==> config.mk <==
export PLATFORM = sky130hd
export DESIGN_NAME = kns_ctrl
export DESIGN_NICKNAME = d
export VERILOG_FILES = /design/src/rtl/kns_pkg.sv /design/src/rtl/kns_ctrl.sv
export SDC_FILE = /design/constraint.sdc
export NUM_CORES = 1
export LEC_CHECK = 0
export BUFFER_PORTS_ARGS = -buffer_cell sky130_fd_sc_hd__buf_2
export CORE_AREA = 4 4 41 43
export CTS_CLUSTER_SIZE = 28
export DETAILED_ROUTE_END_ITERATION = 8
export DIE_AREA = 0 0 45 47
export PLACE_DENSITY = 0.68
export SLEW_MARGIN = 30
export SYNTH_ARGS = -nofsm -noshare
export SYNTH_HDL_FRONTEND = slang
export SYNTH_SLANG_ARGS = --single-unit
==> constraint.sdc <==
create_clock -name clk_i -period 2.45 [get_ports clk_i]
set_input_delay 0.3675 -clock clk_i [delete_from_list [all_inputs] [get_ports clk_i]]
set_output_delay 0.3675 -clock clk_i [all_outputs]
set_load 0.005 [all_outputs]
==> src/rtl/kns_pkg.sv <==
package kns_pkg;

  localparam int RANK_MAX_DEF  = 16;
  localparam int MODES_MAX_DEF = 8;

  localparam int VAL_W   = 32;
  localparam int ACC_W   = 64;
  localparam int NORM_W  = 63;
  localparam int RANK_W  = 5;
  localparam int MCNT_W  = 4;
  localparam int CFG_IW  = 8;
  localparam int CFG_DW  = 32;

  localparam logic [RANK_W-1:0] RANK_RESET = 5'd16;
  localparam logic [MCNT_W-1:0] MCNT_RESET = 4'd3;

  // register indexes
  localparam logic [CFG_IW-1:0] REG_RANK_IN_USE = 8'd0;
  localparam logic [CFG_IW-1:0] REG_MODE_COUNT  = 8'd1;

  // request codes
  localparam logic [1:0] REQ_GRAM    = 2'd0;
  localparam logic [1:0] REQ_WEIGHT  = 2'd1;
  localparam logic [1:0] REQ_COMPUTE = 2'd2;

  typedef struct packed {
    logic [1:0]              req_type;
    logic [2:0]              mode_index;
    logic [3:0]              row_index;
    logic [3:0]              col_index;
    logic signed [VAL_W-1:0] value;
  } in_item_t;

  typedef struct packed {
    logic [NORM_W-1:0] norm_squared;
    logic              saturated;
  } out_item_t;

  typedef enum logic [1:0] {
    MUL_GRAM,
    MUL_T1,
    MUL_T2
  } mul_sel_e;

  typedef struct packed {
    logic     latch_item;
    logic     sel_cmp;
    logic     mul_en;
    mul_sel_e mul_sel;
    logic     p_wr_direct;
    logic     p_wr_prod;
    logic     w_wr;
    logic     t1_en;
    logic     acc_clr;
    logic     acc_en;
    logic     idx_clr;
    logic     idx_step;
    logic     out_load;
  } dp_cmd_t;

  typedef struct packed {
    logic [1:0] req_type;
    logic       gram_ok;
    logic       gram_mode0;
    logic       weight_ok;
    logic       rank_zero;
    logic       last_term;
  } dp_status_t;

endpackage

==> src/rtl/kns_ctrl.sv <==
module kns_ctrl (
  input  logic                clk_i,
  input  logic                rst_ni,
  input  logic                in_valid_i,
  output logic                in_stall_o,
  output logic                out_valid_o,
  input  logic                out_stall_i,
  input  kns_pkg::dp_status_t status_i,
  output kns_pkg::dp_cmd_t    cmd_o
);

  typedef enum logic [3:0] {
    ST_IDLE,
    ST_DEC,
    ST_G_MUL,
    ST_G_WR,
    ST_C_RD,
    ST_C_MUL1,
    ST_C_SAT1,
    ST_C_MUL2,
    ST_C_ACC,
    ST_C_OUT
  } state_e;

  state_e state_q, state_d;
  logic   out_valid_q, out_valid_d;
  logic   out_free;

  assign out_free    = !out_valid_q || !out_stall_i;
  assign in_stall_o  = (state_q != ST_IDLE);
  assign out_valid_o = out_valid_q;

  always_comb begin
    state_d = state_q;
    cmd_o   = '0;
    cmd_o.mul_sel = kns_pkg::MUL_GRAM;
    case (state_q)
      ST_IDLE: begin
        if (in_valid_i) begin
          cmd_o.latch_item = 1'b1;
          state_d = ST_DEC;
        end
      end
      ST_DEC: begin
        state_d = ST_IDLE;
        case (status_i.req_type)
          kns_pkg::REQ_GRAM: begin
            if (status_i.gram_ok) begin
              if (status_i.gram_mode0) begin
                cmd_o.p_wr_direct = 1'b1;
              end else begin
                state_d = ST_G_MUL;
              end
            end
          end
          kns_pkg::REQ_WEIGHT: begin
            cmd_o.w_wr = status_i.weight_ok;
          end
          kns_pkg::REQ_COMPUTE: begin
            cmd_o.idx_clr = 1'b1;
            cmd_o.acc_clr = 1'b1;
            state_d = status_i.rank_zero ? ST_C_OUT : ST_C_RD;
          end
          default: ;
        endcase
      end
      ST_G_MUL: begin
        cmd_o.mul_en  = 1'b1;
        cmd_o.mul_sel = kns_pkg::MUL_GRAM;
        state_d = ST_G_WR;
      end
      ST_G_WR: begin
        cmd_o.p_wr_prod = 1'b1;
        state_d = ST_IDLE;
      end
      ST_C_RD: begin
        cmd_o.sel_cmp = 1'b1;
        state_d = ST_C_MUL1;
      end
      ST_C_MUL1: begin
        cmd_o.sel_cmp = 1'b1;
        cmd_o.mul_en  = 1'b1;
        cmd_o.mul_sel = kns_pkg::MUL_T1;
        state_d = ST_C_SAT1;
      end
      ST_C_SAT1: begin
        cmd_o.sel_cmp = 1'b1;
        cmd_o.t1_en   = 1'b1;
        state_d = ST_C_MUL2;
      end
      ST_C_MUL2: begin
        cmd_o.sel_cmp = 1'b1;
        cmd_o.mul_en  = 1'b1;
        cmd_o.mul_sel = kns_pkg::MUL_T2;
        state_d = ST_C_ACC;
      end
      ST_C_ACC: begin
        cmd_o.sel_cmp  = 1'b1;
        cmd_o.acc_en   = 1'b1;
        cmd_o.idx_step = 1'b1;
        state_d = status_i.last_term ? ST_C_OUT : ST_C_RD;
      end
      ST_C_OUT: begin
        // hold the finished sum until the output register frees up
        if (out_free) begin
          cmd_o.out_load = 1'b1;
          state_d = ST_IDLE;
        end
      end
      default: begin
        state_d = ST_IDLE;
      end
    endcase
  end

  always_comb begin
    out_valid_d = out_valid_q;
    if (out_valid_q && !out_stall_i) begin
      out_valid_d = 1'b0;
    end
    if (cmd_o.out_load) begin
      out_valid_d = 1'b1;
    end
  end

  always_ff @(posedge clk_i or negedge rst_ni) begin
    if (!rst_ni) begin
      state_q     <= ST_IDLE;
      out_valid_q <= 1'b0;
    end else begin
      state_q     <= state_d;
      out_valid_q <= out_valid_d;
    end
  end

endmodule

==> impl_metrics.xml <==
<?xml version="1.0" encoding="UTF-8"?>
<metrics>
  <group name="cts">
    <metric name="numCtsBuffers" unit="">3</metric>
    <metric name="clk_pin_slew" unit="ns">0.05</metric>
    <metric name="buffer_count_from_post_cts_setup_fixing" unit="">0</metric>
    <metric name="clock_tree.htree_level_count" unit="">1</metric>
    <metric name="post_cts.resized_instances" unit="">0</metric>
    <metric name="tritoncts" unit="">yes</metric>
    <metric name="cts_buffer_depth" unit="">2</metric>
    <metric name="clk_latency" unit="ns">0.24</metric>
    <metric name="cts_root_buffer" unit="">sky130_fd_sc_hd__clkbuf_4</metric>
    <metric name="cts.sinks" unit="">5</metric>
  </group>
  <group name="drt">
    <metric name="detail_route.wirelength" unit="µm">1150</metric>
    <metric name="route.antenna.remaining_nets" unit="">0</metric>
    <metric name="first_iter_violations" unit="">7</metric>
    <metric name="viasPerCell" unit="">5.01</metric>
    <metric name="dr.pass1.iters" unit="">4</metric>
    <metric name="met1_routed_length" unit="µm">508</metric>
    <metric name="routed-wl-met2" unit="µm">531</metric>
    <metric name="routedWlPerCell" unit="µm">12.1</metric>
    <metric name="met3_length" unit="µm">108</metric>
    <metric name="route.vias.total" unit="">476</metric>
    <metric name="drc" unit="">0</metric>
    <metric name="route.top_layer_used" unit="">met3</metric>
  </group>
  <group name="final_layout">
    <metric name="mostFrequentLayoutCells" unit="">sky130_fd_sc_hd__buf_2, sky130_fd_sc_hd__nor2_1, sky130_fd_sc_hd__nand2_1, sky130_fd_sc_hd__dfrtp_1, sky130_fd_sc_hd__inv_1</metric>
    <metric name="diodes" unit="">0</metric>
    <metric name="most_common_library_cell_in_the_layout_ignoring_fill_and_taps" unit="">sky130_fd_sc_hd__buf_2</metric>
    <metric name="final_nets" unit="">92</metric>
    <metric name="flow.area_growth_from_synthesis" unit="%">27.6</metric>
    <metric name="final_core_utilization" unit="">0.475</metric>
    <metric name="drive_gt1_frac" unit="">0.425</metric>
  </group>
  <group name="timing">
    <metric name="final_hold_viol_count" unit="">0</metric>
    <metric name="slew_violations" unit="">0</metric>
    <metric name="maxClockFrequency" unit="MHz">479</metric>
    <metric name="min_period_over_period" unit="">0.853</metric>
    <metric name="tns" unit="ns">0</metric>
    <metric name="worst_slew_margin_rel" unit="">0.726</metric>
    <metric name="actual_transition_at_the_worst_max_transition_pin" unit="ns">0.409</metric>
    <metric name="grt_setup_unrepaired" unit="">false</metric>
    <metric name="layout_min_cycle_time" unit="ns">2.09</metric>
    <metric name="finalSetupViolations" unit="">0</metric>
    <metric name="clock_skew" unit="ns">0.00652</metric>
  </group>
  <group name="critical_path">
    <metric name="r2r_slack" unit="ns">0.95</metric>
    <metric name="r2r-start" unit="">state_q[0]</metric>
    <metric name="timing.critical_path.from" unit="">state_q[0]</metric>
    <metric name="critical_path_s_largest_stage_delay" unit="ns">0.56</metric>
    <metric name="worst-endpoint-arrival" unit="ns">1.72</metric>
    <metric name="worstRegToRegCells" unit="">3</metric>
    <metric name="crit_chain" unit="">nor4b_2, nor2b_1, and2_1, buf_2</metric>
    <metric name="worst_ep_required_time" unit="ns">2.08</metric>
    <metric name="crit-reg2reg-capture" unit="">state_q[2]</metric>
    <metric name="timing.setup.critical_path_class" unit="">register to primary output</metric>
    <metric name="cp-start-kind" unit="">register</metric>
    <metric name="cp_max_fo" unit="">10</metric>
    <metric name="timing.critical_path.slowest_stage_cell" unit="">sky130_fd_sc_hd__dfrtp_1</metric>
    <metric name="cp-endpoint" unit="">cmd_o[2]</metric>
    <metric name="critPathCaptureType" unit="">primary output</metric>
  </group>
  <group name="yosys">
    <metric name="yosys_warnings" unit="">0</metric>
    <metric name="synth_net_count" unit="">67</metric>
    <metric name="synth_area_per_cell" unit="µm²">8.65</metric>
    <metric name="netlist_instances" unit="">56</metric>
    <metric name="flip_flop_and_latch_count_after_synthesis" unit="">5</metric>
    <metric name="synth-seq-area-share" unit="">0.258</metric>
    <metric name="syn_std_cell_area" unit="µm²">484</metric>
    <metric name="synthDistinctLibCells" unit="">29</metric>
  </group>
  <group name="placement">
    <metric name="buffer_ports.inserted" unit="">26</metric>
    <metric name="place_congestion" unit="">0.773</metric>
    <metric name="dp_hpwl" unit="µm">904</metric>
  </group>
  <group name="global_routing">
    <metric name="first_pass_grt_wire_length" unit="µm">1710</metric>
    <metric name="overflow" unit="">0</metric>
    <metric name="global_route.usage.total" unit="">0.113</metric>
    <metric name="grt_start_max_net_pins" unit="">13</metric>
    <metric name="grt_pass1_vias" unit="">408</metric>
    <metric name="number_of_antenna_violations_at_the_first_check_in_global_routing" unit="">0</metric>
  </group>
  <group name="pwr">
    <metric name="switching_power" unit="mW">0.278</metric>
    <metric name="power_frac_comb" unit="">0.503</metric>
    <metric name="netSwitchingFraction" unit="">0.443</metric>
    <metric name="power.ir.vdd_worst" unit="µV">624</metric>
    <metric name="power.static_leakage" unit="nW">0.333</metric>
    <metric name="clkPwrFrac" unit="">0.151</metric>
    <metric name="p_per_area" unit="nW/µm²">1020</metric>
    <metric name="internal_power" unit="mW">0.350</metric>
    <metric name="p_seq_frac" unit="">0.346</metric>
  </group>
  <group name="die">
    <metric name="floorplan.initialDensity" unit="">0.372</metric>
    <metric name="fp.coreArea" unit="µm²">1300</metric>
    <metric name="num_rows" unit="">13</metric>
    <metric name="fp.dieH" unit="µm">47</metric>
    <metric name="die_area" unit="µm²">2120</metric>
    <metric name="pin_count" unit="">27</metric>
    <metric name="dieWidth" unit="µm">45</metric>
  </group>
  <group name="status">
    <metric name="status" unit="">completed</metric>
  </group>
  <group name="hold_path">
    <metric name="worstHoldPathType" unit="">input port to register</metric>
  </group>
  <group name="flow_run">
    <metric name="max-cap-violations" unit="">0</metric>
  </group>
</metrics>
-- worst max-delay path, delay by kind of cell (launching register included) --
family | cells | cell delay (ns)
DFF | 1 | 0.56
buffers and inverters | 1 | 0.11
and+or+nand+nor | 3 | 0.81
-- area by class of cell --
type | instances | area (µm²)
repair buffers | 27 | 140
clock buffers | 4 | 26.3
inverters | 4 | 15.0
multi-input cells | 40 | 293
flip-flops and latches | 5 | 125
fillers | 133 | 683
well taps | 15 | 18.8
-- registers in the layout, summed over array words and instances (netlist names) --
register	count
state_q	4
out_valid_o	1
-- layer usage --
layer | vias up | global-route usage
li1 | 244 | -
met1 | 208 | 0.134
met2 | 24 | 0.184
met3 | 0 | 0.0613
met4 | 0 | 0.0175
met5 | - | 0
-- cell families after synthesis --
logic type / synth area share
compound gates: 0.158
buf+inv: 0.137
flops: 0.258
mux: 0.0207
simple gates: 0.426
-- worst min-delay path by stage --
stage / startpoint / to / slack [ns] / depth (start not counted)
global placement: rst_ni / out_valid_o / 0.18 / 1
CTS: out_stall_i / out_valid_o / 0.34 / 3
floorplan: rst_ni / out_valid_o / 0.07 / 0
finish: out_stall_i / out_valid_o / 0.35 / 3
global route: out_stall_i / out_valid_o / 0.36 / 3
detailed placement: rst_ni / out_valid_o / 0.18 / 1
-- cell usage after synthesis --
cell / instances / area [µm²]
sky130_fd_sc_hd__a311o_1: 1 / 10.0
sky130_fd_sc_hd__and3_1: 1 / 6.26
sky130_fd_sc_hd__inv_1: 4 / 15.0
sky130_fd_sc_hd__nor4b_4: 1 / 23.8
sky130_fd_sc_hd__nor2_1: 8 / 30.0
sky130_fd_sc_hd__buf_2: 2 / 10.0
sky130_fd_sc_hd__nand3b_1: 1 / 7.51
sky130_fd_sc_hd__or2_2: 1 / 6.26
sky130_fd_sc_hd__or4_4: 1 / 11.3
sky130_fd_sc_hd__mux2i_1: 1 / 10.0
sky130_fd_sc_hd__nor3_1: 1 / 5.00
sky130_fd_sc_hd__nor2b_1: 2 / 12.5
sky130_fd_sc_hd__nand2_1: 5 / 18.8
sky130_fd_sc_hd__and3b_1: 1 / 8.76
sky130_fd_sc_hd__a21oi_1: 2 / 10.0
sky130_fd_sc_hd__and2_1: 1 / 6.26
sky130_fd_sc_hd__o21a_1: 2 / 15.0
sky130_fd_sc_hd__nor4b_2: 1 / 15.0
sky130_fd_sc_hd__nand4bb_1: 2 / 22.5
sky130_fd_sc_hd__o221ai_1: 1 / 8.76
sky130_fd_sc_hd__buf_6: 1 / 11.3
sky130_fd_sc_hd__and4b_1: 1 / 10.0
sky130_fd_sc_hd__buf_4: 4 / 30.0
sky130_fd_sc_hd__a221oi_1: 1 / 8.76
sky130_fd_sc_hd__dfrtp_1: 5 / 125
sky130_fd_sc_hd__a22oi_1: 1 / 7.51
sky130_fd_sc_hd__nand2b_1: 2 / 12.5
sky130_fd_sc_hd__or4b_1: 1 / 10.0
sky130_fd_sc_hd__o41ai_2: 1 / 16.3
-- timing repair --
action,in CTS,in global routing
setup endpoints to repair,0,0
endpoints found under the hold margin,5,0
hold buffers,1,0
-- through the flow --
stage	hold WS [ns]	power [mW]	setup WS [ns]	instance area, µm²	instances
finish	0.348	0.628	0.361	618	95
global route	0.356	0.681	0.232	618	95
CTS	0.342	0.636	0.340	618	95
detailed placement	0.183	0.536	0.617	582	90
global placement	0.185	0.524	0.678	582	90
floorplan	0.0719	0.452	0.846	484	56
-- power by group through the flow --
stage | sequential [mW] | clock [mW] | combinational [mW]
after floorplan | 0.135 | 0 | 0.316
after global placement | 0.209 | 0 | 0.315
after detailed placement | 0.215 | 0 | 0.320
after CTS | 0.215 | 0.0985 | 0.323
after global routing | 0.225 | 0.106 | 0.350
final | 0.217 | 0.0947 | 0.316
Power figures use the tool's default switching activity.
